--- src/rtl/skt_pkg.sv ---
// Shared types and constants for the sorted key table search block.
package skt_pkg;

    localparam int TABLE_DEPTH_DEF = 4096;
    localparam int KEY_W           = 32;
    localparam int ENTRY_IDX_W     = 12;
    localparam int COUNT_W         = 13;

    localparam logic OP_LOAD   = 1'b0;
    localparam logic OP_LOOKUP = 1'b1;

    typedef struct packed {
        logic [KEY_W-1:0] key;
        logic             valid;
    } entry_t;

    typedef enum logic [1:0] {
        ST_IDLE,
        ST_PROBE,
        ST_EMPTY
    } search_state_t;

endpackage

--- src/rtl/skt_search.sv ---
// Request sequencer: table loads, binary search probes and the result register.
module skt_search #(
    parameter  int TABLE_DEPTH = skt_pkg::TABLE_DEPTH_DEF,
    localparam int IDX_W       = $clog2(TABLE_DEPTH),
    localparam int CNT_W       = $clog2(TABLE_DEPTH + 1)
) (
    input  logic                            clk,
    input  logic                            rst_n,
    input  logic                            in_valid,
    output logic                            in_stall,
    input  logic                            operation,
    input  logic [skt_pkg::ENTRY_IDX_W-1:0] entry_index,
    input  logic [skt_pkg::KEY_W-1:0]       key_value,
    input  logic                            entry_valid,
    input  logic [skt_pkg::COUNT_W-1:0]     entry_count,
    output logic                            out_valid,
    input  logic                            out_stall,
    output logic                            found,
    output logic [skt_pkg::ENTRY_IDX_W-1:0] match_index,
    output logic                            mem_wr_en,
    output logic [IDX_W-1:0]                mem_wr_addr,
    output skt_pkg::entry_t                 mem_wr_data,
    output logic                            mem_rd_en,
    output logic [IDX_W-1:0]                mem_rd_addr,
    input  skt_pkg::entry_t                 mem_rd_data
);
    import skt_pkg::*;

    search_state_t          state_reg, state_next;
    logic [CNT_W-1:0]       lo_reg, lo_next;
    logic [CNT_W-1:0]       hi_reg, hi_next;
    logic [IDX_W-1:0]       mid_reg, mid_next;
    logic [KEY_W-1:0]       key_reg, key_next;
    logic                   out_valid_reg, out_valid_next;
    logic                   found_reg, found_next;
    logic [ENTRY_IDX_W-1:0] idx_reg, idx_next;

    logic                   accept;
    logic                   out_free;
    logic [CNT_W-1:0]       hi_init;
    logic                   rd_match;
    logic                   last_probe;
    logic                   go_up;
    logic [CNT_W-1:0]       mid_ext;
    logic [CNT_W-1:0]       lo_step;
    logic [CNT_W-1:0]       hi_step;
    logic [CNT_W-1:0]       mid_step;

    assign in_stall = (state_reg != ST_IDLE);
    assign accept   = in_valid && (state_reg == ST_IDLE);
    assign out_free = !out_valid_reg || !out_stall;

    // clamp the searched range to the table
    always_comb
    begin
        if (32'(entry_count) > 32'(TABLE_DEPTH))
        begin
            hi_init = CNT_W'(TABLE_DEPTH);
        end
        else
        begin
            hi_init = CNT_W'(entry_count);
        end
    end

    // loads write straight through; drop slots beyond the table
    assign mem_wr_en         = accept && (operation == OP_LOAD)
                               && (32'(entry_index) < 32'(TABLE_DEPTH));
    assign mem_wr_addr       = IDX_W'(entry_index);
    assign mem_wr_data.key   = key_value;
    assign mem_wr_data.valid = entry_valid;

    // read data belongs to the probe at mid_reg
    assign rd_match   = mem_rd_data.valid && (mem_rd_data.key == key_reg);
    assign last_probe = (hi_reg == lo_reg + CNT_W'(1));
    assign go_up      = (key_reg >= mem_rd_data.key);
    assign mid_ext    = CNT_W'(mid_reg);
    assign lo_step    = go_up ? mid_ext : lo_reg;
    assign hi_step    = go_up ? hi_reg : mid_ext;
    assign mid_step   = lo_step + ((hi_step - lo_step) >> 1);

    always_comb
    begin
        state_next     = state_reg;
        lo_next        = lo_reg;
        hi_next        = hi_reg;
        mid_next       = mid_reg;
        key_next       = key_reg;
        out_valid_next = out_valid_reg && out_stall;
        found_next     = found_reg;
        idx_next       = idx_reg;
        mem_rd_en      = 1'b0;
        mem_rd_addr    = mid_reg;

        case (state_reg)
            ST_IDLE:
            begin
                if (accept && (operation == OP_LOOKUP))
                begin
                    key_next = key_value;
                    if (hi_init == '0)
                    begin
                        state_next = ST_EMPTY;
                    end
                    else
                    begin
                        lo_next     = '0;
                        hi_next     = hi_init;
                        mid_next    = IDX_W'(hi_init >> 1);
                        mem_rd_en   = 1'b1;
                        mem_rd_addr = IDX_W'(hi_init >> 1);
                        state_next  = ST_PROBE;
                    end
                end
            end
            ST_PROBE:
            begin
                if (rd_match || last_probe)
                begin
                    // finish only once the result register is free
                    if (out_free)
                    begin
                        out_valid_next = 1'b1;
                        found_next     = rd_match;
                        idx_next       = rd_match ? ENTRY_IDX_W'(mid_reg) : '0;
                        state_next     = ST_IDLE;
                    end
                end
                else
                begin
                    lo_next     = lo_step;
                    hi_next     = hi_step;
                    mid_next    = IDX_W'(mid_step);
                    mem_rd_en   = 1'b1;
                    mem_rd_addr = IDX_W'(mid_step);
                end
            end
            ST_EMPTY:
            begin
                if (out_free)
                begin
                    out_valid_next = 1'b1;
                    found_next     = 1'b0;
                    idx_next       = '0;
                    state_next     = ST_IDLE;
                end
            end
            default:
            begin
                state_next = ST_IDLE;
            end
        endcase
    end

    always_ff @(posedge clk or negedge rst_n)
    begin
        if (!rst_n)
        begin
            state_reg     <= ST_IDLE;
            out_valid_reg <= 1'b0;
        end
        else
        begin
            state_reg     <= state_next;
            out_valid_reg <= out_valid_next;
        end
    end

    always_ff @(posedge clk)
    begin
        lo_reg    <= lo_next;
        hi_reg    <= hi_next;
        mid_reg   <= mid_next;
        key_reg   <= key_next;
        found_reg <= found_next;
        idx_reg   <= idx_next;
    end

    assign out_valid   = out_valid_reg;
    assign found       = found_reg;
    assign match_index = idx_reg;

endmodule

--- config.mk ---
export PLATFORM = sky130hd
export DESIGN_NAME = skt_search
export DESIGN_NICKNAME = d
export VERILOG_FILES = /design/src/rtl/skt_pkg.sv /design/src/rtl/skt_search.sv
export SDC_FILE = /design/constraint.sdc
export NUM_CORES = 1
export LEC_CHECK = 0
export BUFFER_PORTS_ARGS = -buffer_cell sky130_fd_sc_hd__buf_2
export CORE_MARGIN = 1
export CORE_UTILIZATION = 58
export DETAILED_ROUTE_END_ITERATION = 8
export PLACE_DENSITY = 0.87
export SLEW_MARGIN = 20
export SYNTH_ARGS = -nofsm -noshare
export SYNTH_HDL_FRONTEND = slang
export SYNTH_SLANG_ARGS = --single-unit
--- constraint.sdc ---
create_clock -name clk -period 11.75 [get_ports clk]
set_input_delay 0 -clock clk [delete_from_list [all_inputs] [get_ports clk]]
set_output_delay 0 -clock clk [all_outputs]
set_load 0.005 [all_outputs]
Word-level counts from Yosys, hierarchy flattened
Index checks and enable logic that the tools add are counted.
- output and inout port bits: 74
- input port bits: 96
- bits in registers: 86
- equal/unequal tests: 10
- reduce and logical (&&, ||, !) cells: 18
- magnitude comparators: 2
- bitwise gates (word level): 1
- muxes and demuxes: 36
- $add $sub $neg: 3
- operators by type and width (cell ; number):
    13-bit two-way mux ; 9
    12-bit two-way mux ; 7
    13-bit one-hot mux with 2 select lines ; 2
    12-bit one-hot mux with 2 select lines ; 2
    32-bit equality test ; 1
    32-bit >= comparator ; 1
    13-bit by 1-bit adder with 13-bit output (second input constant) ; 1
    13-bit equality test ; 1
    13-bit greater-than comparator (second input constant) ; 1
    13-bit logical NOT ; 1
    13-bit subtractor ; 1
    12-bit adder ; 1
    2-bit != test (second input constant) ; 5
    1-bit two-way mux ; 8
    2-bit two-way mux ; 4
    4-bit AND reduction ; 2
    1-bit one-hot mux with 2 select lines ; 3
    2-bit one-hot mux with 3 select lines ; 1
    2-bit nonzero test ; 3
    1-bit logical AND ; 5
    2-bit AND reduction ; 2
    2-bit by 1-bit equality test with 1-bit output (second input constant) ; 1
    2-bit equality test (second input constant) ; 1
    1-bit logical NOT ; 2
    other kinds (4) ; 5

Longest topological paths before layout
- depth in word-level cells: 6
- gate-level depth with buffers: 26
- gate-level depth less buffers: 24

Worst setup path after synthesis
No wires, ideal clock.
- kind: reg-to-reg
- start point: register key_reg[5]
- end point: register mid_reg[10]
- setup time: 0.092 ns
- period minus slack after synthesis: 5.264 ns
- cell stages (with the launch flop): 24
- arrival time: 5.172 ns
- slack: 6.486 ns
- buffers on the path: 2
- cells stage by stage: edfxtp_1 ha_1 a21o_1 a21oi_1 and3b_1 o31a_1 nor3_1 buf_2 buf_2 mux2i_1 inv_1 fa_1 xnor2_1 inv_1 fa_1 nor2b_1 o21ai_0 a21boi_0 o21ai_0 a21oi_1 o21ai_0 mux2i_1 a31o_2 a21oi_1
- word-level cells in the longest chain between the ends: 6
- elaborated cells between the ends (all ways): 10
- RTL lines (what ; line ; source):
    start: declaration ; skt_search.sv:33 ; logic [KEY_W-1:0] key_reg, key_next;
    start signal: assignment ; skt_search.sv:174 ; key_reg <= key_next;
    32-bit >= comparator * ; skt_search.sv:76 ; assign go_up = (key_reg >= mem_rd_data.key);
    13-bit two-way mux * ; skt_search.sv:78 ; assign lo_step = go_up ? mid_ext : lo_reg;
    net lo_step[1] ; skt_search.sv:45 ; logic [CNT_W-1:0] lo_step;
    13-bit subtractor ; skt_search.sv:80 ; assign mid_step = lo_step + ((hi_step - lo_step) >> 1);
    12-bit adder * ; skt_search.sv:80 ;
    12-bit two-way mux * ; -- ;
    12-bit one-hot mux with 2 select lines * ; skt_search.sv:95 ; case (state_reg)
    net mem_rd_addr[10] ; skt_search.sv:24 ; output logic [IDX_W-1:0] mem_rd_addr,
    end signal: assignment ; skt_search.sv:173 ; mid_reg <= mid_next;
    end: declaration ; skt_search.sv:32 ; logic [IDX_W-1:0] mid_reg, mid_next;
The timed path passes the listed nets; every way through them passes the cells marked *.
A chain may end at the register's enable or synchronous reset.

Worst setup path after layout
- start point: register key_reg[29]
- end point: output mem_rd_addr[10]
- word-level cells in the longest chain between the ends: 6
- elaborated cells between the ends (all ways): 10
- RTL lines (what ; line ; source):
    32-bit >= comparator * ; skt_search.sv:76 ;
    13-bit two-way mux * ; skt_search.sv:78 ;
    net lo_step[1] ; skt_search.sv:45 ;
    13-bit subtractor ; skt_search.sv:80 ;
    12-bit adder * ; skt_search.sv:80 ;
    12-bit two-way mux * ; skt_search.sv:118 ; if (rd_match || last_probe)
    12-bit one-hot mux with 2 select lines * ; -- ;
    end: declaration ; skt_search.sv:24 ;
Marks and branches as above.

==> flow_metrics.env <==
export IMPL_place_congestion=0.931
export IMPL_drv_slew=0
export IMPL_cts_root_buf="clkbuf_8"
export IMPL_cpMaxStageDelayCell="nor4_1"
export IMPL_synth_edf_count=71
export IMPL_start_util_pct=59.9
export IMPL_r2r_worst_path_cells=22
export IMPL_end_kind="output pin"
export IMPL_tightest_slew_ns=1.10
export IMPL_relSlewSlack_pct=26.1
export IMPL_die_x_um=105
export IMPL_dieHeight_um=105
export IMPL_port_buffers=143
export IMPL_synth_area_um2=6210
export IMPL_dieArea_um2=11100
export IMPL_antennaDiodeCount=0
export IMPL_max_cap_violations=0
export IMPL_synth_async_reset_ratio_pct=3.49
export IMPL_postRouteAntennaNets=0
export IMPL_grtUsageTotal_pct=30.4
export IMPL_largest_register_ffs=32
export IMPL_pre_cts_ws_ns=6.13
export IMPL_post_route_cells_drive_above_1_share_pct=23.9
export IMPL_clockBufferDepth=2
export IMPL_ir_drop_uv=284
export IMPL_r2r_end="mid_reg[10]$_DFF_P_"
export IMPL_clkSlewWorstSetupHoldPaths_ns=0.10
export IMPL_hold_path_class="in -> out"
export IMPL_fin_area_um2=7360
export IMPL_critPathMaxStageDelay_ns=0.76
export IMPL_worst_ep_required_time_ns=11.75
export IMPL_grt_setup_unrepaired="false"
export IMPL_synth_area_per_cell_um2=9.78
export IMPL_worstSetupStartpointType="flop"
export IMPL_setup_viol=0
export IMPL_drc=0
export IMPL_finalCriticalPeriod_ns=6.39
export IMPL_htree_levels=3
export IMPL_critical_path_cell_chain="ha_1 -> nand4_1 -> nor4_1 -> nand2_1 -> a21oi_1 -> nor3_2 -> buf_4 -> mux2i_1 -> inv_1 -> fa_1 -> xnor2_1 -> inv_1 -> fa_1 -> nor2b_1 -> o21ai_0 -> a21boi_0 -> o21ai_0 -> a21oi_1 -> o21ai_0 -> mux2i_1 -> a31o_2 -> a21oi_1 -> buf_2"
export IMPL_critPathLaunch="key_reg[29]$_DFFE_PP_"
export IMPL_drt_first_pass_iters=7
export IMPL_synth_ff_type="edfxtp_1"
export IMPL_syn_nets=791
export IMPL_tns_ns=0
export IMPL_grt_max_degree=35
export IMPL_dp_hpwl_um=11800
export IMPL_post_drt_wl_per_cell_um=18.0
export IMPL_cts_tree="built"
export IMPL_grt_pass1_wl_um=26000
export IMPL_ys_ff_latch=86
export IMPL_period_share_pct=54.4
export IMPL_totalWireLength_um=16500
export IMPL_drt_iter0_markers=491
export IMPL_crit_arrival_ns=6.39
export IMPL_cp_max_fo=30
export IMPL_final_nets=934
export IMPL_cellPowerDensity_nw_per_um2=301
export IMPL_clock_latency_ns=0.38
export IMPL_ys_warn_count=0
export IMPL_skew_ns=0.0169
export IMPL_hold_end="mem_wr_addr[0]"
export IMPL_max_freq_mhz=157
export IMPL_vias_per_cell=5.89
export IMPL_fp_row_count=37
export IMPL_min_delay_path_depth=0
export IMPL_hp_start="entry_index[0]"
export IMPL_antenna_found_initial=0
export IMPL_status="completed"
export IMPL_fin_ws_ns=5.36
export IMPL_rr_startpoint="key_reg[29]$_DFFE_PP_"
export IMPL_overflow=0
export IMPL_cts_sinks=86
export IMPL_dpl_cell_area_um2=6730
export IMPL_hold_violations=0
export IMPL_ios=170
export IMPL_core_um2=10400
export IMPL_cts_buffers=9
export IMPL_ys_seq_area_share_pct=39.4
export IMPL_dr_total_vias=5416
export IMPL_syn_to_final_growth_pct=18.4
export IMPL_reg2reg_slack_ns=5.80
export IMPL_crit_type="reg -> out"
export IMPL_synth_cell_types=60
export IMPL_leakagePower_nw=3.41
export IMPL_syn_inst=635
export IMPL_first_global_vias=5401
-- cell type report --
class	instances	area (µm²)
well taps	136	170
inverters	66	248
clock inverters	7	51.3
fillers	739	3010
flip-flops and latches	86	2450
multi-input cells	423	3120
repair buffers	192	1200
clock buffers	9	124
-- through the flow --
stage                     hold WS (ns)  instances  total power, W  util [%]
after floorplan                 -0.296        635         0.00162         -
after global placement          -0.202        858         0.00191      64.9
after global routing        0.00000887        919         0.00239      71.0
final                       0.00000226        919         0.00222      71.0
after CTS                    0.0000346        919         0.00218      70.9
after detailed placement        -0.195        858         0.00197      64.9
-- worst max-delay path: cells and delay by family (launching register included) --
family                     cells  cell delay [ns]
AOI/OAI and AO/OA              8             1.53
and+or+nand+nor                5             1.32
buffers and inverters          4             0.68
muxes                          2             0.60
xor gates and xnor gates       1             0.24
adders and majority gates      3             1.23
DFF                            1             0.40
-- worst max-delay path by stage --
stage                                     end  slack (ns)  cells past startpoint
after floorplan           mid_reg[10]$_DFF_P_        6.49                     23
final                         mem_rd_addr[10]        5.36                     23
after global routing          mem_rd_addr[10]        4.95                     23
after CTS                     mem_rd_addr[10]        5.68                     23
after global placement        mem_rd_addr[10]        6.38                     23
after detailed placement      mem_rd_addr[10]        6.13                     23
-- report_power, final --
part | internal (W) | leakage [nW] | switching, W
logic | 0.000652 | 2.51 | 0.000823
registers | 0.000455 | 0.811 | 0.0000934
clock network | 0.0000770 | 0.0852 | 0.000117
total | 0.00118 | 3.41 | 0.00103
-- repair_timing --
item,CTS,global route
hold endpoints to repair,52,0
resized for setup,0,0
setup buffers,0,0
hold buffers,45,0
-- cell usage in the layout (no fill, tap or decap), drive strengths merged, types with 4 or more instances in the layout --
master / count
xor2: 11
o21a: 4
nand4: 11
nand4b: 4
ha: 58
nor3: 15
edfxtp: 71
a22o: 7
dfxtp: 12
xnor2: 20
clkinv: 6
and2: 14
nor2: 32
o21ai: 29
clkbuf: 9
a221o: 7
nor4: 6
and3: 5
a31oi: 7
nand3: 14
nand2b: 11
nand2: 48
inv: 65
nor2b: 6
a21oi: 34
buf: 147
mux2: 12
mux2i: 14
dlygate4sd3: 45
a21o: 10
-- metal layers --
layer / global-route usage [%] / wire length, µm / vias to the layer above
li1: - / - / 2529
met3: 6.00 / 1490 / 68
met5: 0 / 0 / -
met2: 53.5 / 8070 / 302
met1: 35.4 / 6370 / 2517
met4: 14.5 / 602 / 0
-- cells by family (layout without fill, tap and decap cells) --
logic type	count (synthesis)	after routing	synth area share, %
AO/OA/AOI/OAI	130	130	14.3
AND/OR/NAND/NOR	176	176	14.7
buffers and inverters	126	274	10.5
multiplexers	26	26	4.43
flip-flops	86	86	39.4
adder cells (fa/ha/maj)	60	60	12.3
XOR/XNOR	31	31	4.37
-- cells in the mapped netlist (9+ instances only) --
library cell	n	share of area, %
nand2_1	48	2.9
mux2i_1	14	2.3
dfxtp_1	12	3.9
mux2_2	12	2.2
ha_1	58	12
buf_4	47	5.7
nor2_1	32	1.9
xnor2_1	20	2.8
a21oi_1	34	2.7
nand4_1	11	1.1
xor2_1	11	1.6
a21o_1	10	1.2
and2_1	14	1.4
nor3_1	15	1.2
clkbuf_1	9	0.54
nand3_1	13	1.0
inv_1	65	3.9
o21ai_0	28	2.3
nand2b_1	11	1.1
edfxtp_1	71	34
No activity file was read; power rests on OpenSTA's default activity.
